===== src/design/mmerf_pkg.sv =====
package mmerf_pkg;

  localparam int SAMPLE_W = 16;
  localparam int INDEX_W  = 16;
  localparam int MASS_W   = 32;
  localparam int CFG_W    = 7;

  localparam logic [CFG_W-1:0] MIN_RUN_RESET = 7'd5;
  localparam logic [CFG_W-1:0] MIN_RUN_FLOOR = 7'd2;
  localparam logic [CFG_W-1:0] RUN_LEN_MAX   = 7'd127;

  typedef struct packed {
    logic [SAMPLE_W-1:0] sample_value;
    logic                last_item;
  } in_item_t;

  typedef struct packed {
    logic [INDEX_W-1:0] run_start;
    logic [INDEX_W-1:0] run_end;
    logic [MASS_W-1:0]  run_mass;
    logic               too_long;
  } out_item_t;

  typedef struct packed {
    logic               is_last;
    logic               ovf;
    logic               qual;
    logic [MASS_W-1:0]  mass;
    logic [INDEX_W-1:0] start;
    logic [INDEX_W-1:0] stop;
  } run_cand_t;

endpackage


===== src/design/mmerf_run_track.sv =====
module mmerf_run_track
  import mmerf_pkg::*;
#(
  parameter int MAX_ITEMS  = 65536,
  parameter int VALUE_BITS = 16
) (
  input  logic             clk,
  input  logic             rst_n,
  input  logic             take,
  input  in_item_t         item,
  input  logic [CFG_W-1:0] min_len,
  output run_cand_t        cand
);

  localparam int IDX_W = $clog2(MAX_ITEMS + 1);
  localparam int VB    = (VALUE_BITS < SAMPLE_W) ? VALUE_BITS : SAMPLE_W;
  localparam logic [SAMPLE_W:0]   VLIM  = (SAMPLE_W + 1)'(1) << VB;
  localparam logic [SAMPLE_W-1:0] VMASK = SAMPLE_W'(VLIM - (SAMPLE_W + 1)'(1));

  logic [SAMPLE_W-1:0] prev_r;
  logic                have_prev_r;
  logic [CFG_W-1:0]    len_r;
  logic [INDEX_W-1:0]  start_r;
  logic [IDX_W-1:0]    idx_r;
  logic [MASS_W-1:0]   sum_r;
  logic                ovf_r;
  run_cand_t           cand_r;

  logic [SAMPLE_W-1:0] v;
  logic                full;
  logic                same;
  logic [CFG_W-1:0]    len_nxt;
  logic [CFG_W-1:0]    need;
  logic [INDEX_W-1:0]  start_nxt;
  logic [INDEX_W-1:0]  idx_low;
  logic [MASS_W:0]     sum_wide;
  logic [MASS_W-1:0]   sum_nxt;
  run_cand_t           cand_nxt;

  always_comb begin
    v         = item.sample_value & VMASK;
    full      = (idx_r == IDX_W'(MAX_ITEMS));
    same      = have_prev_r && (v == prev_r);
    idx_low   = INDEX_W'(idx_r);
    if (same) begin
      len_nxt = (len_r == RUN_LEN_MAX) ? len_r : len_r + CFG_W'(1);
    end else begin
      len_nxt = CFG_W'(1);
    end
    start_nxt = same ? start_r : idx_low;
    sum_wide  = {1'b0, sum_r} + (MASS_W + 1)'(v);
    if (same) begin
      sum_nxt = sum_wide[MASS_W] ? '1 : sum_wide[MASS_W-1:0];
    end else begin
      sum_nxt = MASS_W'(v);
    end
    need = (min_len < MIN_RUN_FLOOR) ? MIN_RUN_FLOOR : min_len;

    cand_nxt.is_last = item.last_item;
    cand_nxt.ovf     = ovf_r | full;
    cand_nxt.qual    = !full && (len_nxt >= need);
    cand_nxt.mass    = sum_nxt;
    cand_nxt.start   = start_nxt;
    cand_nxt.stop    = idx_low;
  end

  // control state
  always_ff @(posedge clk) begin
    if (!rst_n) begin
      have_prev_r <= 1'b0;
      idx_r       <= '0;
      ovf_r       <= 1'b0;
    end else if (take) begin
      if (item.last_item) begin
        have_prev_r <= 1'b0;
        idx_r       <= '0;
        ovf_r       <= 1'b0;
      end else if (full) begin
        ovf_r <= 1'b1;
      end else begin
        have_prev_r <= 1'b1;
        idx_r       <= idx_r + IDX_W'(1);
      end
    end
  end

  // run payload, qualified by have_prev_r
  always_ff @(posedge clk) begin
    if (take) begin
      cand_r <= cand_nxt;
      if (!full) begin
        prev_r  <= v;
        len_r   <= len_nxt;
        start_r <= start_nxt;
        sum_r   <= sum_nxt;
      end
    end
  end

  assign cand = cand_r;

endmodule


===== src/design/mmerf_best_keep.sv =====
module mmerf_best_keep
  import mmerf_pkg::*;
(
  input  logic      clk,
  input  logic      rst_n,
  input  logic      take,
  input  run_cand_t cand,
  output out_item_t result
);

  logic [MASS_W-1:0]  best_mass_r;
  logic [INDEX_W-1:0] best_start_r;
  logic [INDEX_W-1:0] best_end_r;
  logic               better;

  always_comb begin
    better = cand.qual && (cand.mass > best_mass_r);
    result.run_start = better ? cand.start : best_start_r;
    result.run_end   = better ? cand.stop  : best_end_r;
    result.run_mass  = better ? cand.mass  : best_mass_r;
    result.too_long  = cand.ovf;
  end

  always_ff @(posedge clk) begin
    if (!rst_n) begin
      best_mass_r  <= '0;
      best_start_r <= '0;
      best_end_r   <= '0;
    end else if (take) begin
      if (cand.is_last) begin
        best_mass_r  <= '0;
        best_start_r <= '0;
        best_end_r   <= '0;
      end else if (better) begin
        best_mass_r  <= cand.mass;
        best_start_r <= cand.start;
        best_end_r   <= cand.stop;
      end
    end
  end

endmodule


===== src/design/max_mass_equal_run_finder.sv =====
// Heaviest equal-run finder. Samples stream in one per transfer; the item
// with last_item set closes the array and yields one result: start and end
// index and mass (value times length) of the heaviest run of equal values
// at least min_run_length long (0 and 1 act as 2), all zero if none, and
// too_long if more than MAX_ITEMS samples came in. One sample is taken
// every cycle while in_ready is high. The path is three registers deep
// (input register, run tracker, result register); a result is offered once
// the closing sample has passed through all three. in_ready falls only while a
// finished result is not yet taken and the next closing sample is in the run tracker.
module max_mass_equal_run_finder
  import mmerf_pkg::*;
#(
  parameter int MAX_ITEMS  = 65536,
  parameter int VALUE_BITS = 16
) (
  input  logic             clk,
  input  logic             rst_n,
  input  logic             in_valid,
  output logic             in_ready,
  input  in_item_t         in_data,
  output logic             out_valid,
  input  logic             out_ready,
  output out_item_t        out_data,
  input  logic             cfg_wr_en,
  input  logic [CFG_W-1:0] cfg_wr_data
);

  logic             in_valid_r;
  in_item_t         in_data_r;
  logic             cand_valid_r;
  logic             out_valid_r;
  out_item_t        out_data_r;
  logic [CFG_W-1:0] min_len_r;
  logic             adv;
  run_cand_t        cand;
  out_item_t        result;

  assign adv      = !(cand_valid_r && cand.is_last && out_valid_r && !out_ready);
  assign in_ready = adv;

  always_ff @(posedge clk) begin
    if (!rst_n) begin
      min_len_r <= MIN_RUN_RESET;
    end else if (cfg_wr_en) begin
      min_len_r <= cfg_wr_data;
    end
  end

  always_ff @(posedge clk) begin
    if (!rst_n) begin
      in_valid_r   <= 1'b0;
      cand_valid_r <= 1'b0;
      out_valid_r  <= 1'b0;
    end else begin
      if (adv) begin
        in_valid_r   <= in_valid;
        cand_valid_r <= in_valid_r;
      end
      if (adv && cand_valid_r && cand.is_last) begin
        out_valid_r <= 1'b1;
      end else if (out_ready) begin
        out_valid_r <= 1'b0;
      end
    end
  end

  always_ff @(posedge clk) begin
    if (adv) begin
      in_data_r <= in_data;
    end
    if (adv && cand_valid_r && cand.is_last) begin
      out_data_r <= result;
    end
  end

  mmerf_run_track #(
    .MAX_ITEMS  (MAX_ITEMS),
    .VALUE_BITS (VALUE_BITS)
  ) u_run (
    .clk     (clk),
    .rst_n   (rst_n),
    .take    (adv && in_valid_r),
    .item    (in_data_r),
    .min_len (min_len_r),
    .cand    (cand)
  );

  mmerf_best_keep u_best (
    .clk    (clk),
    .rst_n  (rst_n),
    .take   (adv && cand_valid_r),
    .cand   (cand),
    .result (result)
  );

  assign out_valid = out_valid_r;
  assign out_data  = out_data_r;

endmodule


===== config.mk =====
export PLATFORM = sky130hd
export DESIGN_NAME = max_mass_equal_run_finder
export DESIGN_NICKNAME = d
export VERILOG_FILES = /design/src/design/mmerf_pkg.sv /design/src/design/mmerf_run_track.sv /design/src/design/mmerf_best_keep.sv /design/src/design/max_mass_equal_run_finder.sv
export SDC_FILE = /design/constraint.sdc
export NUM_CORES = 1
export LEC_CHECK = 0
export ABC_AREA = 1
export BUFFER_PORTS_ARGS = -buffer_cell sky130_fd_sc_hd__buf_2
export CAP_MARGIN = 25
export CORE_AREA = 2 2 212 214
export CTS_BUF_LIST = sky130_fd_sc_hd__clkbuf_8
export DETAILED_ROUTE_END_ITERATION = 8
export DIE_AREA = 0 0 214 216
export PLACE_DENSITY = 0.5
export SYNTH_ARGS = -nofsm -noshare
export SYNTH_HDL_FRONTEND = slang
export SYNTH_SLANG_ARGS = --single-unit

===== constraint.sdc =====
create_clock -name clk -period 7.3 [get_ports clk]
set_clock_uncertainty 0.1 [all_clocks]
set_input_delay 0.73 -clock clk [delete_from_list [all_inputs] [get_ports clk]]
set_output_delay 0.73 -clock clk [all_outputs]
set_load 0.05 [all_outputs]

* After elaboration in Yosys (flattened, before gate mapping)
Index checks and enable logic that the tools add are counted.
** Operators by class
- $add $sub $neg :: 3
- Multipliers :: 0
- Divide/modulo/power cells :: 0
- $lt $le $gt $ge :: 3
- Eq/ne operators :: 4
- Shifts and indexed selects :: 0
- Muxes and demuxes :: 20
- Bitwise gates (word level) :: 2
- Reductions and logical operators :: 17
** Operators by type and width (number)
- $mux 32 :: 4
- $mux 16 :: 5
- $mux 17 :: 2
- $add 32x16->33 :: 1
- $gt 32x32->1 :: 1
- $mux 7 :: 3
- $add 17x1->17 const B :: 1
- $eq 17x17->1 const B :: 1
- $eq 16x16->1 :: 1
- $logic_and 1x1->1 :: 9
- $add 7x1->7 const B :: 1
- $eq 7x7->1 const B :: 1
- $ge 7x7->1 :: 1
- $lt 7x2->1 const B :: 1
- $mux 1 :: 6
- $reduce_and 2->1 :: 3
- $reduce_bool 2->1 :: 2
- $logic_not 1->1 :: 3
- $ne 2x2->1 const B :: 1
- $not 1->1 :: 1
- $or 1x1->1 :: 1
** Word-level totals
- Register bits :: 313
- Bits in latches :: 0
- RAM bits :: 0
- Memory bits (read-only) :: 0
- Input port bits :: 29
- Output and inout port bits :: 67
- Logic and storage cells :: 75
- Memories kept :: 0

* Depth between registers and ports, before layout
- Depth after elaboration :: 7
- Gate-level depth with buffers :: 20
- Depth with buffers taken out :: 19

* Modules after synthesis
Synthesis repeated with hierarchy kept, for this count alone.
** Unflattened totals
- Cell total of the unflattened synthesis :: 1812
- Area total of the unflattened synthesis :: 15915.3 um^2
** By module, submodules not included
- mmerf_run_track :: instances 1, cells an instance 946, area each 8277.9 um^2, sequential area each 4524.3 um^2
- mmerf_best_keep :: instances 1, cells an instance 731, area each 4768.3 um^2, sequential area each 1281.2 um^2
- max_mass_equal_run_finder :: instances 1, cells an instance 135, area each 2869.0 um^2, sequential area each 2662.6 um^2

* Worst setup path before layout
No wires, ideal clock.
- Path kind :: input to register
- Start :: input port out_ready
- End :: register u_run.idx_r[12]
- Library setup time :: 70 ps
- Data arrival time :: 6357 ps
- Data required time :: 7130 ps
- Slack :: 773 ps
- Cell stages on the path :: 11
- Path buffers :: 1
- Cell sequence :: nor2_1 inv_1 nor2_1 nor2_1 nand2_1 inv_1 nand2_1 inv_1 buf_4 o21ai_0 a21oi_1
** Between the ends
- Cells in the longest elaborated chain, start to end :: 5
** RTL lines
- from (decl) :: RTL line max_mass_equal_run_finder.sv:22 : input logic out_ready,
- $logic_not 1->1 :: RTL line max_mass_equal_run_finder.sv:38 : assign adv = !(cand_valid_r && cand.is_last && out_valid_r && !out_ready);
- $logic_and 1x1->1 :: RTL line max_mass_equal_run_finder.sv:38
- $logic_not 1->1 :: RTL line max_mass_equal_run_finder.sv:38
- $logic_and 1x1->1 :: RTL line max_mass_equal_run_finder.sv:82 : .take (adv && in_valid_r),
- net u_run.take :: RTL line mmerf_run_track.sv:9 : input logic take,
- $reduce_and 2->1 (no source line)
- to (signal assigned) :: RTL line mmerf_run_track.sv:82 : idx_r <= idx_r + IDX_W'(1);
- to (decl) :: RTL line mmerf_run_track.sv:24 : logic [IDX_W-1:0] idx_r;
The timed path passes the listed nets, and every way through them passes these cells.
A chain may end at the register's enable or synchronous reset.

==> results_dict.tcl <==
set metrics [dict create \
    cp-end-kind "flip-flop" \
    netlist_top_cells_count "nand2_1 (345), inv_1 (247), edfxtp_1 (220)" \
    placed_cells 2300 \
    critPathKind "reg -> reg" \
    post-route-period-util_pct 51.2 \
    drt_iter0_drc 691 \
    rows 77 \
    io_pins 96 \
    first_global_vias 11000 \
    critPathMaxStageDelay_ps 450 \
    grt_usage_pct 16.1 \
    p_leak_uw 0.00714 \
    start_util_pct 34.6 \
    synth.area.top_cells "edfxtp_1 (44%), dfxtp_1 (12%), nand2_1 (8.5%), inv_1 (6.1%), nand3_1 (5.9%)" \
    syn_avg_cell_area_sq_um 9.17 \
    nNetsFinal 1852 \
    cts.clk_slew.worst_paths_ps 70 \
    cp_slowest_cell "edfxtp_1" \
    grt_pass1_wl_microns 59400 \
    cts_tree "done" \
    syn2layout_area_growth_pct 13.5 \
    powerDensity_nw_per_um2 222 \
    crit_fanout 50 \
    startpoint_type "flip-flop" \
    clock_sinks 313 \
    wirelength_microns 36600 \
    syn_area_sq_um 15200 \
    cap_violations 0 \
    synthFlopType "edfxtp_1" \
    max_freq_mhz 268 \
    postCtsSetupRepairBufs 0 \
    fin_cells 2402 \
    peakVddDrop_mv 0.115 \
    root_buffer "clkbuf_8" \
    hold_ws_ps 185 \
    synth_edf_count 220 \
    vias_per_cell 4.73 \
    yosysWarnings 0 \
    drc 0 \
    cts-htree-levels 2 \
    post_drt_wl_per_cell_microns 15.2 \
    drive_above_1_share_pct 11.9 \
    yosysMostFrequentCell "nand2_1" \
    slew_viol_final 0 \
    synth_cells 1655 \
    final-hold-violation-count 0 \
    postRouteAntennaNets 0 \
    portBuffers 95 \
    min_period_ps 3730 \
    cp.arrival_ps 4030 \
    cp.buffers_inverters 3 \
    syn_nets 1743 \
    worstPathRequired_ps 7600 \
    dieHeight_microns 216 \
    antenna_cells 0 \
    synth_top_area_cell "edfxtp_1" \
    clockBufferDepth 3 \
    max-slew-margin-rel_pct 34.7 \
    cts-hold-fix-buffers 0 \
    grt-ovfl-total 0 \
    grt_max_degree 74 \
    hp-class "in -> reg" \
    dp_hpwl_microns 24300 \
    tightest_slew_ps 979 \
    async_flop_share_pct 0 \
    cts_buffers 54 \
    yosysTopAreaCellShare_pct 43.6 \
    cts-resized-gates 0 \
    seq_area_frac_synth_pct 55.8 \
    dieArea_sq_um 46200 \
    place_congestion 0.924 \
    finalSetupViolCount 0 \
    synth_cell_types 39 \
    rsz0062_at_grt "no" \
    die_x_microns 214 \
    path_delay_family "buffers and inverters" \
    via_count 11400 \
    drt_first_pass_iters 5 \
    status "finished, final reports clean" \
    antenna_found_initial 1 \
    core_sq_um 43800 \
    finalSetupTns_ps 0 \
    cp_cell_sequence "xor2_1, nor3_1, nand3_1, nor2_2, buf_4, inv_1, a21oi_1, ha_1, nand2_1, o21ai_0, a21oi_1, nor2_1, o21a_1, o21ai_0, nand3_1, nand2_1, inv_1" \
    synth_seq_cells 313 \
    clk_latency_ps 630 \
]
cell type report:
type	instances	area (sq um)
fill	4366	26600
multi-input combinational	1040	5480
sequential	313	8470
inverter	250	940
clock inverter	42	206
timing repair buffer	105	551
tap	592	741
clock buffer	60	826
flip-flops by register name (all words and copies together) (netlist names), 17 cells and up:
| signal | cells |
|---|---|
| in_data_r | 17 |
| u_best.best_mass_r | 32 |
| u_run.idx_r | 17 |
| u_run.sum_r | 32 |
| out_data | 65 |
| u_run.cand | 67 |
layout by cell type, fill, tap and decap left out, drive strengths merged:
master | Yosys | routed
nand3 | 184 | 184
buf | 39 | 105
a21boi | 2 | 2
and2 | 65 | 65
clkbuf | 13 | 60
fa | 1 | 1
xnor2 | 5 | 5
nor2 | 83 | 83
o21a | 4 | 4
nor3b | 2 | 2
nand4 | 22 | 22
nor3 | 16 | 16
dfxtp | 93 | 93
and3 | 4 | 4
nand2 | 353 | 353
o21ai | 62 | 62
ha | 58 | 58
nand3b | 2 | 2
a21oi | 140 | 140
bufinv | 0 | 1
or2 | 5 | 5
xor2 | 17 | 17
a21o | 5 | 5
edfxtp | 220 | 220
a31oi | 1 | 1
o2111ai | 1 | 1
clkinv | 0 | 20
inv | 250 | 271
o22ai | 2 | 2
nor4 | 5 | 5
o21bai | 1 | 1
cell families after synthesis:
family                     after synthesis  share of synthesized area (%)
and+or+nand+nor                        741                           22.3
adders and majority gates               59                           4.92
buffers and inverters                  302                           8.23
xor gates and xnor gates                22                           1.27
DFF                                    313                           55.8
AOI/OAI and AO/OA                      218                           7.49
where the power goes:
group          total (uW)  switching, uW  internal [uW]
combinational         316            222           94.7
clock                1530            733            792
sequential           1980           27.5           1950
worst paths after layout:
check                             start                    end  slack [ps]  depth (start not counted)
hold / removal               in_data[0]           in_data_r[0]         190                          1
setup / recovery          in_data_r[15]         u_run.cand[64]        3570                         17
hold reg to reg   u_best.best_end_r[14]  u_best.best_end_r[14]         360                          2
setup reg to reg          in_data_r[15]         u_run.cand[64]        3570                         17
metrics by stage:
stage                     util, %  instance area [sq um]  total power, uW  setup WS [ps]
after floorplan                 -                  15200             2240            773
after global placement       36.9                  16200             2340           3500
after detailed placement     36.9                  16200             2340           3420
after CTS                    39.3                  17200             3890           3540
after global routing         39.3                  17200             4010           3120
final                        39.3                  17200             3820           3570
routing by layer:
metal | GRT usage (%) | wire length [microns]
met1 | 23.2 | 18700
met3 | 2.90 | 1720
met2 | 23.9 | 15100
met5 | 0 | 12
met4 | 6.11 | 981
(Power assumes the default switching activity.)
